===== config.mk =====
export PLATFORM = sky130hd
export DESIGN_NAME = utf8_to_code_point_decoder_unit_flat
export DESIGN_NICKNAME = d
export VERILOG_FILES = /design/src/hw/rtl/utd_pkg.sv /design/src/hw/rtl/utd_stream_if.sv /design/src/hw/rtl/utf8_to_code_point_decoder_unit.sv /design/src/flat_wrapper.sv
export SDC_FILE = /design/constraint.sdc
export NUM_CORES = 1
export LEC_CHECK = 0
export ABC_CLOCK_PERIOD_IN_PS = 4260
export BUFFER_PORTS_ARGS = -buffer_cell sky130_fd_sc_hd__buf_2
export CAP_MARGIN = 20
export CORE_AREA = 2 2 96 98
export DETAILED_ROUTE_END_ITERATION = 10
export DIE_AREA = 0 0 98 100
export HOLD_SLACK_MARGIN = 0.02
export PLACE_DENSITY = 0.77
export SLEW_MARGIN = 20
export SYNTH_ARGS = -nofsm -noshare
export SYNTH_HDL_FRONTEND = slang
export SYNTH_SLANG_ARGS = --single-unit

===== constraint.sdc =====
create_clock -name clk -period 4.26 [get_ports clk]
set_input_delay 1.065 -clock clk [delete_from_list [all_inputs] [get_ports clk]]
set_output_delay 1.065 -clock clk [all_outputs]
set_load 0.05 [all_outputs]

===== src/hw/rtl/utd_pkg.sv =====
package utd_pkg;

    // replacement character for malformed input
    localparam logic [20:0] ReplChar = 21'h00FFFD;

    // parse state, one-hot
    typedef enum logic [12:0] {
        ST_START   = 13'b0_0000_0000_0001,
        ST_ERR1    = 13'b0_0000_0000_0010,
        ST_ERR2    = 13'b0_0000_0000_0100,
        ST_ERR3    = 13'b0_0000_0000_1000,
        ST_ERR4    = 13'b0_0000_0001_0000,
        ST_ERR5    = 13'b0_0000_0010_0000,
        ST_NEED1   = 13'b0_0000_0100_0000,
        ST_NEED2   = 13'b0_0000_1000_0000,
        ST_NEED3   = 13'b0_0001_0000_0000,
        ST_LEAD_E0 = 13'b0_0010_0000_0000,
        ST_LEAD_ED = 13'b0_0100_0000_0000,
        ST_LEAD_F0 = 13'b0_1000_0000_0000,
        ST_LEAD_F4 = 13'b1_0000_0000_0000
    } parse_state_t;

    // one queued result word
    typedef struct packed {
        logic [20:0] code_point;
        logic        is_replacement;
        logic        last_of_run;
    } result_t;

    // outcome of decoding one byte from the start state
    typedef struct packed {
        logic         emit;
        logic [20:0]  code_point;
        logic         is_replacement;
        parse_state_t state;
        logic [14:0]  partial;
    } decode_t;

endpackage


===== src/hw/rtl/utd_stream_if.sv =====
// byte channel
interface utd_byte_if;
    logic       valid;
    logic       ready;
    logic [7:0] in_byte;
    logic       end_of_stream;

    modport source (output valid, output in_byte, output end_of_stream, input ready);
    modport sink   (input valid, input in_byte, input end_of_stream, output ready);
endinterface

// code point channel
interface utd_cp_if;
    logic        valid;
    logic        ready;
    logic [20:0] code_point;
    logic        is_replacement;
    logic        last_of_run;

    modport source (output valid, output code_point, output is_replacement,
                    output last_of_run, input ready);
    modport sink   (input valid, input code_point, input is_replacement,
                    input last_of_run, output ready);
endinterface


===== src/hw/rtl/utf8_to_code_point_decoder_unit.sv =====
// UTF-8 decoder: takes one byte word per cycle (or an end-of-stream word) and
// emits Unicode code points, with U+FFFD flagged by is_replacement for any
// malformed input. The byte is decoded in the same cycle it is taken, against
// the registered parse state, and its results (none, one or two) go into a
// three-entry result queue. With the sink always ready the unit sustains one
// byte per cycle; a byte that breaks an open sequence and also decodes on its
// own gives two results, and the queue absorbs the extra one until it holds
// more than one result not being taken, at which point bytes stall.
// last_of_run marks the final result of each input word.
module utf8_to_code_point_decoder_unit
    import utd_pkg::*;
(
    input  logic       clk,
    input  logic       rst_n,
    utd_byte_if.sink   bytes,
    utd_cp_if.source   code_points
);

    localparam int unsigned QDepth = 3;

    parse_state_t state_reg, state_next;
    logic [14:0]  partial_reg, partial_next;

    result_t      queue_reg  [QDepth];
    result_t      queue_next [QDepth];
    result_t      queue_shft [QDepth];
    logic [1:0]   count_reg, count_next, count_after;

    result_t      res_a, res_b;
    logic [1:0]   n_res;
    decode_t      fs;
    logic         accept, pop;
    logic [7:0]   b;
    logic         is_cont;

    // decode one byte from the start state
    function automatic decode_t from_start(input logic [7:0] v);
        decode_t d;
        d.emit           = 1'b0;
        d.code_point     = ReplChar;
        d.is_replacement = 1'b1;
        d.state          = ST_START;
        d.partial        = '0;
        if (v inside {[8'h00:8'h7F]}) begin
            d.emit           = 1'b1;
            d.code_point     = {13'd0, v};
            d.is_replacement = 1'b0;
        end else if (v inside {[8'h80:8'hBF]}) begin
            d.emit = 1'b1;
        end else if (v inside {[8'hC0:8'hC1]}) begin
            d.state = ST_ERR1;
        end else if (v inside {[8'hC2:8'hDF]}) begin
            d.state   = ST_NEED1;
            d.partial = {10'd0, v[4:0]};
        end else if (v == 8'hE0) begin
            d.state   = ST_LEAD_E0;
            d.partial = {11'd0, v[3:0]};
        end else if (v == 8'hED) begin
            d.state   = ST_LEAD_ED;
            d.partial = {11'd0, v[3:0]};
        end else if (v inside {[8'hE1:8'hEF]}) begin
            d.state   = ST_NEED2;
            d.partial = {11'd0, v[3:0]};
        end else if (v == 8'hF0) begin
            d.state   = ST_LEAD_F0;
            d.partial = {12'd0, v[2:0]};
        end else if (v inside {[8'hF1:8'hF3]}) begin
            d.state   = ST_NEED3;
            d.partial = {12'd0, v[2:0]};
        end else if (v == 8'hF4) begin
            d.state   = ST_LEAD_F4;
            d.partial = {12'd0, v[2:0]};
        end else if (v inside {[8'hF5:8'hF7]}) begin
            d.state = ST_ERR3;
        end else if (v inside {[8'hF8:8'hFB]}) begin
            d.state = ST_ERR4;
        end else if (v inside {[8'hFC:8'hFD]}) begin
            d.state = ST_ERR5;
        end else begin
            d.emit = 1'b1;
        end
        return d;
    endfunction

    assign b       = bytes.in_byte;
    assign is_cont = (b inside {[8'h80:8'hBF]});
    assign fs      = from_start(b);

    // handshakes and queue room
    assign pop         = code_points.valid & code_points.ready;
    assign count_after = count_reg - {1'b0, pop};
    assign bytes.ready = (count_after <= 2'd1);
    assign accept      = bytes.valid & bytes.ready;

    // byte decode against current parse state
    always_comb
    begin
        result_t fail_res;
        result_t fs_res;
        fail_res     = '{code_point: ReplChar, is_replacement: 1'b1, last_of_run: 1'b0};
        fs_res       = '{code_point: fs.code_point, is_replacement: fs.is_replacement,
                         last_of_run: 1'b0};
        res_a        = fail_res;
        res_b        = fs_res;
        n_res        = 2'd0;
        state_next   = state_reg;
        partial_next = partial_reg;

        if (bytes.end_of_stream) begin
            if (state_reg != ST_START) begin
                n_res = 2'd1;
            end
            state_next = ST_START;
        end else if (state_reg == ST_START) begin
            res_a        = fs_res;
            n_res        = {1'b0, fs.emit};
            state_next   = fs.state;
            partial_next = fs.partial;
        end else if (!is_cont) begin
            // sequence broken: replacement, then the byte starts over
            n_res        = fs.emit ? 2'd2 : 2'd1;
            state_next   = fs.state;
            partial_next = fs.partial;
        end else begin
            case (state_reg)
                ST_ERR1:
                begin
                    n_res      = 2'd1;
                    state_next = ST_START;
                end
                ST_ERR2:    state_next = ST_ERR1;
                ST_ERR3:    state_next = ST_ERR2;
                ST_ERR4:    state_next = ST_ERR3;
                ST_ERR5:    state_next = ST_ERR4;
                ST_NEED1:
                begin
                    res_a      = '{code_point: {partial_reg, b[5:0]},
                                   is_replacement: 1'b0, last_of_run: 1'b0};
                    n_res      = 2'd1;
                    state_next = ST_START;
                end
                ST_NEED2:
                begin
                    partial_next = {partial_reg[8:0], b[5:0]};
                    state_next   = ST_NEED1;
                end
                ST_NEED3:
                begin
                    partial_next = {partial_reg[8:0], b[5:0]};
                    state_next   = ST_NEED2;
                end
                ST_LEAD_E0:
                begin
                    if (b <= 8'h9F) begin
                        state_next = ST_ERR1;
                    end else begin
                        partial_next = {partial_reg[8:0], b[5:0]};
                        state_next   = ST_NEED1;
                    end
                end
                ST_LEAD_ED:
                begin
                    if (b > 8'h9F) begin
                        state_next = ST_ERR1;
                    end else begin
                        partial_next = {partial_reg[8:0], b[5:0]};
                        state_next   = ST_NEED1;
                    end
                end
                ST_LEAD_F0:
                begin
                    if (b <= 8'h8F) begin
                        state_next = ST_ERR2;
                    end else begin
                        partial_next = {partial_reg[8:0], b[5:0]};
                        state_next   = ST_NEED2;
                    end
                end
                ST_LEAD_F4:
                begin
                    if (b > 8'h8F) begin
                        state_next = ST_ERR2;
                    end else begin
                        partial_next = {partial_reg[8:0], b[5:0]};
                        state_next   = ST_NEED2;
                    end
                end
                default:
                begin
                    res_a        = fs_res;
                    n_res        = {1'b0, fs.emit};
                    state_next   = fs.state;
                    partial_next = fs.partial;
                end
            endcase
        end

        res_a.last_of_run = (n_res == 2'd1);
        res_b.last_of_run = 1'b1;
    end

    // result queue: shift out at the head, append at the tail
    always_comb
    begin
        for (int i = 0; i < QDepth; i++) begin
            if (pop && (i < QDepth - 1)) begin
                queue_shft[i] = queue_reg[(i + 1) % QDepth];
            end else begin
                queue_shft[i] = queue_reg[i];
            end
        end
        for (int i = 0; i < QDepth; i++) begin
            queue_next[i] = queue_shft[i];
            if (accept && (n_res != 2'd0) && (count_after == 2'(i))) begin
                queue_next[i] = res_a;
            end
            if (accept && (n_res == 2'd2) && ((count_after + 2'd1) == 2'(i))) begin
                queue_next[i] = res_b;
            end
        end
        count_next = count_after + (accept ? n_res : 2'd0);
    end

    // control state
    always_ff @(posedge clk or negedge rst_n)
    begin
        if (!rst_n) begin
            state_reg <= ST_START;
            count_reg <= '0;
        end else begin
            count_reg <= count_next;
            if (accept) begin
                state_reg <= state_next;
            end
        end
    end

    // payload registers
    always_ff @(posedge clk)
    begin
        if (accept) begin
            partial_reg <= partial_next;
        end
        for (int i = 0; i < QDepth; i++) begin
            queue_reg[i] <= queue_next[i];
        end
    end

    // output word from queue head
    assign code_points.valid          = (count_reg != 2'd0);
    assign code_points.code_point     = queue_reg[0].code_point;
    assign code_points.is_replacement = queue_reg[0].is_replacement;
    assign code_points.last_of_run    = queue_reg[0].last_of_run;

endmodule

===== src/flat_wrapper.sv =====
// flat-port wrapper written by rule: the top's interface ports become plain ports
module utf8_to_code_point_decoder_unit_flat import utd_pkg::*;
  (clk, rst_n, bytes_valid, bytes_in_byte, bytes_end_of_stream, bytes_ready, code_points_valid, code_points_code_point, code_points_is_replacement, code_points_last_of_run, code_points_ready);
  utd_byte_if bytes_i ();
  utd_cp_if code_points_i ();
  input  logic clk;
  input  logic rst_n;
  input wire logic [$bits(bytes_i.valid)-1:0] bytes_valid;
  input wire logic [$bits(bytes_i.in_byte)-1:0] bytes_in_byte;
  input wire logic [$bits(bytes_i.end_of_stream)-1:0] bytes_end_of_stream;
  output wire logic [$bits(bytes_i.ready)-1:0] bytes_ready;
  output wire logic [$bits(code_points_i.valid)-1:0] code_points_valid;
  output wire logic [$bits(code_points_i.code_point)-1:0] code_points_code_point;
  output wire logic [$bits(code_points_i.is_replacement)-1:0] code_points_is_replacement;
  output wire logic [$bits(code_points_i.last_of_run)-1:0] code_points_last_of_run;
  input wire logic [$bits(code_points_i.ready)-1:0] code_points_ready;
  assign bytes_i.valid = bytes_valid;
  assign bytes_i.in_byte = bytes_in_byte;
  assign bytes_i.end_of_stream = bytes_end_of_stream;
  assign bytes_ready = bytes_i.ready;
  assign code_points_valid = code_points_i.valid;
  assign code_points_code_point = code_points_i.code_point;
  assign code_points_is_replacement = code_points_i.is_replacement;
  assign code_points_last_of_run = code_points_i.last_of_run;
  assign code_points_i.ready = code_points_ready;
  utf8_to_code_point_decoder_unit u_core (.clk(clk), .rst_n(rst_n), .bytes(bytes_i), .code_points(code_points_i));
endmodule

## After elaboration in Yosys (flattened, before gate mapping)

Memory sizes are Yosys's and may differ from the RTL's.
Cells that the tools add are included.

- Register bits: 30
- RAM bits: 69
- Input bits: 13
- Output and inout port bits: 25
- Logic and storage cells: 152
- Memories kept: 1

Memories:

| memory | words | bits a word | rd ports | clocked after memory_dff | write ports | line | RTL |
|---|---|---|---|---|---|---|---|
| u_core.queue_reg | 3 | 23 | 3 | 0 | 3 | utf8_to_code_point_decoder_unit.sv:24 | `result_t queue_reg [QDepth];` |

- $add $sub $neg: 3
- Magnitude comparators: 23
- Eq/ne operators: 29
- Multiplexer cells: 63
- Bitwise logic cells: 3
- Reduce and logical (&&, ||, !) cells: 27

Operators with widths:

| operator | count |
|---|---|
| $mux W23 | 11 |
| $mux W28 | 8 |
| $pmux W13 S11 | 1 |
| $mux W15 | 7 |
| $mux W13 | 7 |
| $pmux W15 S6 | 1 |
| $le A8 B8 Y1 const B | 10 |
| $ge A8 B8 Y1 const B | 8 |
| $pmux W23 S2 | 1 |
| $eq A8 B8 Y1 const B | 4 |
| $logic_and A1 B1 Y1 | 17 |
| $mux W17 | 1 |
| $gt A8 B8 Y1 const B | 2 |
| $mux W8 | 2 |
| $ne A4 B4 Y1 const B | 4 |
| $mux W1 | 14 |
| $mux W7 | 2 |
| $eq A13 B1 Y1 const B | 1 |
| $eq A13 B10 Y1 const B | 1 |
| $eq A13 B11 Y1 const B | 1 |
| $eq A13 B12 Y1 const B | 1 |
| $eq A13 B13 Y1 const B | 1 |
| $eq A13 B2 Y1 const B | 1 |
| $eq A13 B3 Y1 const B | 1 |
| 29 further kinds | 41 |

## Logic depth before layout (Yosys ltp)

- Depth in word-level cells: 24
- Gate-level depth with buffers: 14
- Mapped depth without buffers: 12

## Worst setup path after synthesis

No wires, ideal clock.

- Kind: input port to flip-flop
- Start: input code_points_ready
- End: memory u_core.queue_reg[0][10] (netlist name) (enable)
- Setup time: 374 ps
- Arrival: 3580 ps
- Required time: 3886 ps
- Setup slack: 306 ps
- Stages on the path: 12
- Path buffers: 2
- Cell sequence: nand2_1 inv_1 ha_1 xor2_1 inv_1 nand2_1 or2_2 nor2_1 o21a_1 buf_2 buf_6 or2_1

RTL lines:

| item | line | RTL |
|---|---|---|
| from (decl) | flat_wrapper.sv:16 | `input wire logic [$bits(code_points_i.ready)-1:0] code_points_ready;` |
| to (decl) | utf8_to_code_point_decoder_unit.sv:24 |  |

==> metrics <==
status=complete, no violations; Largest register FFs=69; Starting Density=0.581; R2R depth=10; drt pass-1 iters=5; TritonCTS Buffers=9; most frequent CP cell=inv_1; DRT iter0 DRCs=343; CP cell instances=buf_2 > nand2_1 > inv_1 > ha_1 > xor2_1 > inv_1 > and4_1 > nand3_2 > or3_1 > inv_1; P_leak=2.09 nW; Final Hold Fails=0; gr usage total=0.220; Buf/Inv on CP=4; Hold Buf Count CTS=0; Worst path slowest cell=inv_1; GRT overflow=0; Worst EP arrival=3.31 ns; Syn. warnings=0; worst-skew pair later-pin latency=0.37 ns; CTS tree=done; vias in the first global route=3320; Post-synth top cells=edfxtp_1, nor2_1, nand2_1; pwr dens=562 nW/um^2; data required time of the worst path=4.27 ns; Worst slew margin=0.514; crit path time final=3.30 ns; multi-input logic area=2090 sq um; clock sink count=99; initial antenna violation count=0; Final Skew=0.0113 ns; biggest area consumer among synthesized cells=edfxtp_1; Reg area=2720 sq um; Max FO, Critical Path=18; RePlAce Congestion=0.901; Routed WL=10200 um; CORE AREA=8890 sq um; Mapped Cells=470; CP endpoint kind=flip-flop; NumNets Final=491; Reg2Reg Launch Point=u_core.count_reg[1]; min-delay src=u_core.queue_reg[0][46]; Max clock buf depth=2; syn nets=485; largest net degree at the start of global routing=24; FF-to-FF End=u_core.queue_reg[0][54]; final worst slack=0.962 ns; top-area cell type share of the netlist area=0.384; routed length per placed instance=17.3 um; clock slew at reported path FFs=0.10 ns; # DRC=0; top post-synthesis cells by area=edfxtp_1, dfxtp_1, dfrtp_1, mux2i_1, nor2_1; setup tns final=0 ns; top_reg_cell synth=edfxtp_1; layout cells sized above 1=0.204; Min-Delay Endpoint=u_core.queue_reg[0][46]; CTS H-tree lvls=3; pre-CTS WS=0.577 ns; RSZ-0062 raised after global routing=false; most frequent cell after synthesis=edfxtp_1; Slew @ Worst Pin=0.727 ns; Slew Limit Fails=0; Syn Area/Cell=11.0 sq um; startpoint types=primary input; via density per instance=5.99; Worst Setup Path Type=primary input to flip-flop; Crit path max-delay family=simple AND/OR/NAND/NOR gates; Die Wd=98 um; worst min-delay path category=flip-flop to flip-flop; Hold WS=0.464 ns; worst reg-to-reg setup slack=1.02 ns; Fillers=719; post-layout util=0.616; first-pass GRT wire length=17000 um; I/O pin total=38; ANT cells=0; Post-synth EDFFs=66; row cnt=35; Max Cap Viol=0; CP max stage delay=0.47 ns; Max Clk Rate=303 MHz; post-synthesis register bit count=99; crit share post-route=0.774; Max VDD drop=0.269 mV; Area Growth Syn to Fin=6.08%; sequential area share after synthesis=0.527; port bufs=37; synth unique cells=66; die height=100 um; Synth async-reset ratio=0.152; post-cts resize count=0; Routed Antenna Nets=0; vias=3546; DIE AREA=9800 sq um; hold path depth=1; Root Buffer=clkbuf_8; final setup fails=0; DP Wirelength=7450 um; Mapped Area=5160 sq um; Post-CTS Setup Repair Bufs=0
through the flow:
step,total power [mW],cell area (sq um),std cells
CTS,3.10,5480,592
detailed placement,2.44,5250,576
floorplan,2.27,5160,470
global route,3.25,5480,592
global placement,2.40,5250,576
finish,3.08,5480,592
cell usage in the layout (no fill, tap or decap), types with 7 or more instances in the layout:
cell	Yosys	layout
a21oi_1	13	13
and2_1	12	12
and3_1	12	12
buf_2	9	37
buf_4	23	7
clkbuf_8	0	9
dfrtp_1	14	14
dfxtp_1	18	18
edfxtp_1	66	66
inv_1	16	16
mux2_4	9	9
mux2i_1	24	24
nand2_1	40	40
nor2_1	54	54
o21a_1	8	8
o21ai_0	7	7
o221a_2	9	9
worst max path at each step:
stage	start	end	slack, ns	cells after the start
6_report	code_points_ready	u_core.queue_reg[0][54]	0.96	10
5_1_grt	code_points_ready	u_core.queue_reg[0][54]	0.79	10
4_1_cts	code_points_ready	u_core.queue_reg[0][47]	0.96	10
3_5_place_dp	code_points_ready	u_core.queue_reg[0][63]	0.58	10
3_3_place_gp	code_points_ready	u_core.queue_reg[0][63]	0.72	10
2_1_floorplan	code_points_ready	u_core.queue_reg[0][10]	0.31	12
power breakdown:
| part | switching (mW) | internal (mW) |
|---|---|---|
| logic | 0.769 | 0.315 |
| clock network | 0.370 | 0.296 |
| registers | 0.0686 | 1.26 |
final cells by class:
class | count | share of cell area
tap | 111 | 0.0254
timing repair buffer | 44 | 0.0434
sequential | 99 | 0.496
clock buffer | 9 | 0.0226
inverter | 16 | 0.0110
clock inverter | 7 | 0.0187
multi-input combinational | 306 | 0.382
per-layer routing:
metal  vias up  track usage  wire length (um)
met5         -            0                 0
met4         0       0.0929               248
met3        16       0.0355               599
met2       136        0.350              4880
met1      1687        0.302              4510
li1       1707            -                 -
cell families after synthesis:
family	Yosys count	share of synthesized area
multiplexers	36	0.0793
XOR/XNOR	5	0.00848
AO/OA/AOI/OAI	85	0.133
AND/OR/NAND/NOR	178	0.180
flip-flops	99	0.527
adder cells (fa/ha/maj)	2	0.00485
buffers and inverters	65	0.0676
(Power assumes the default switching activity.)
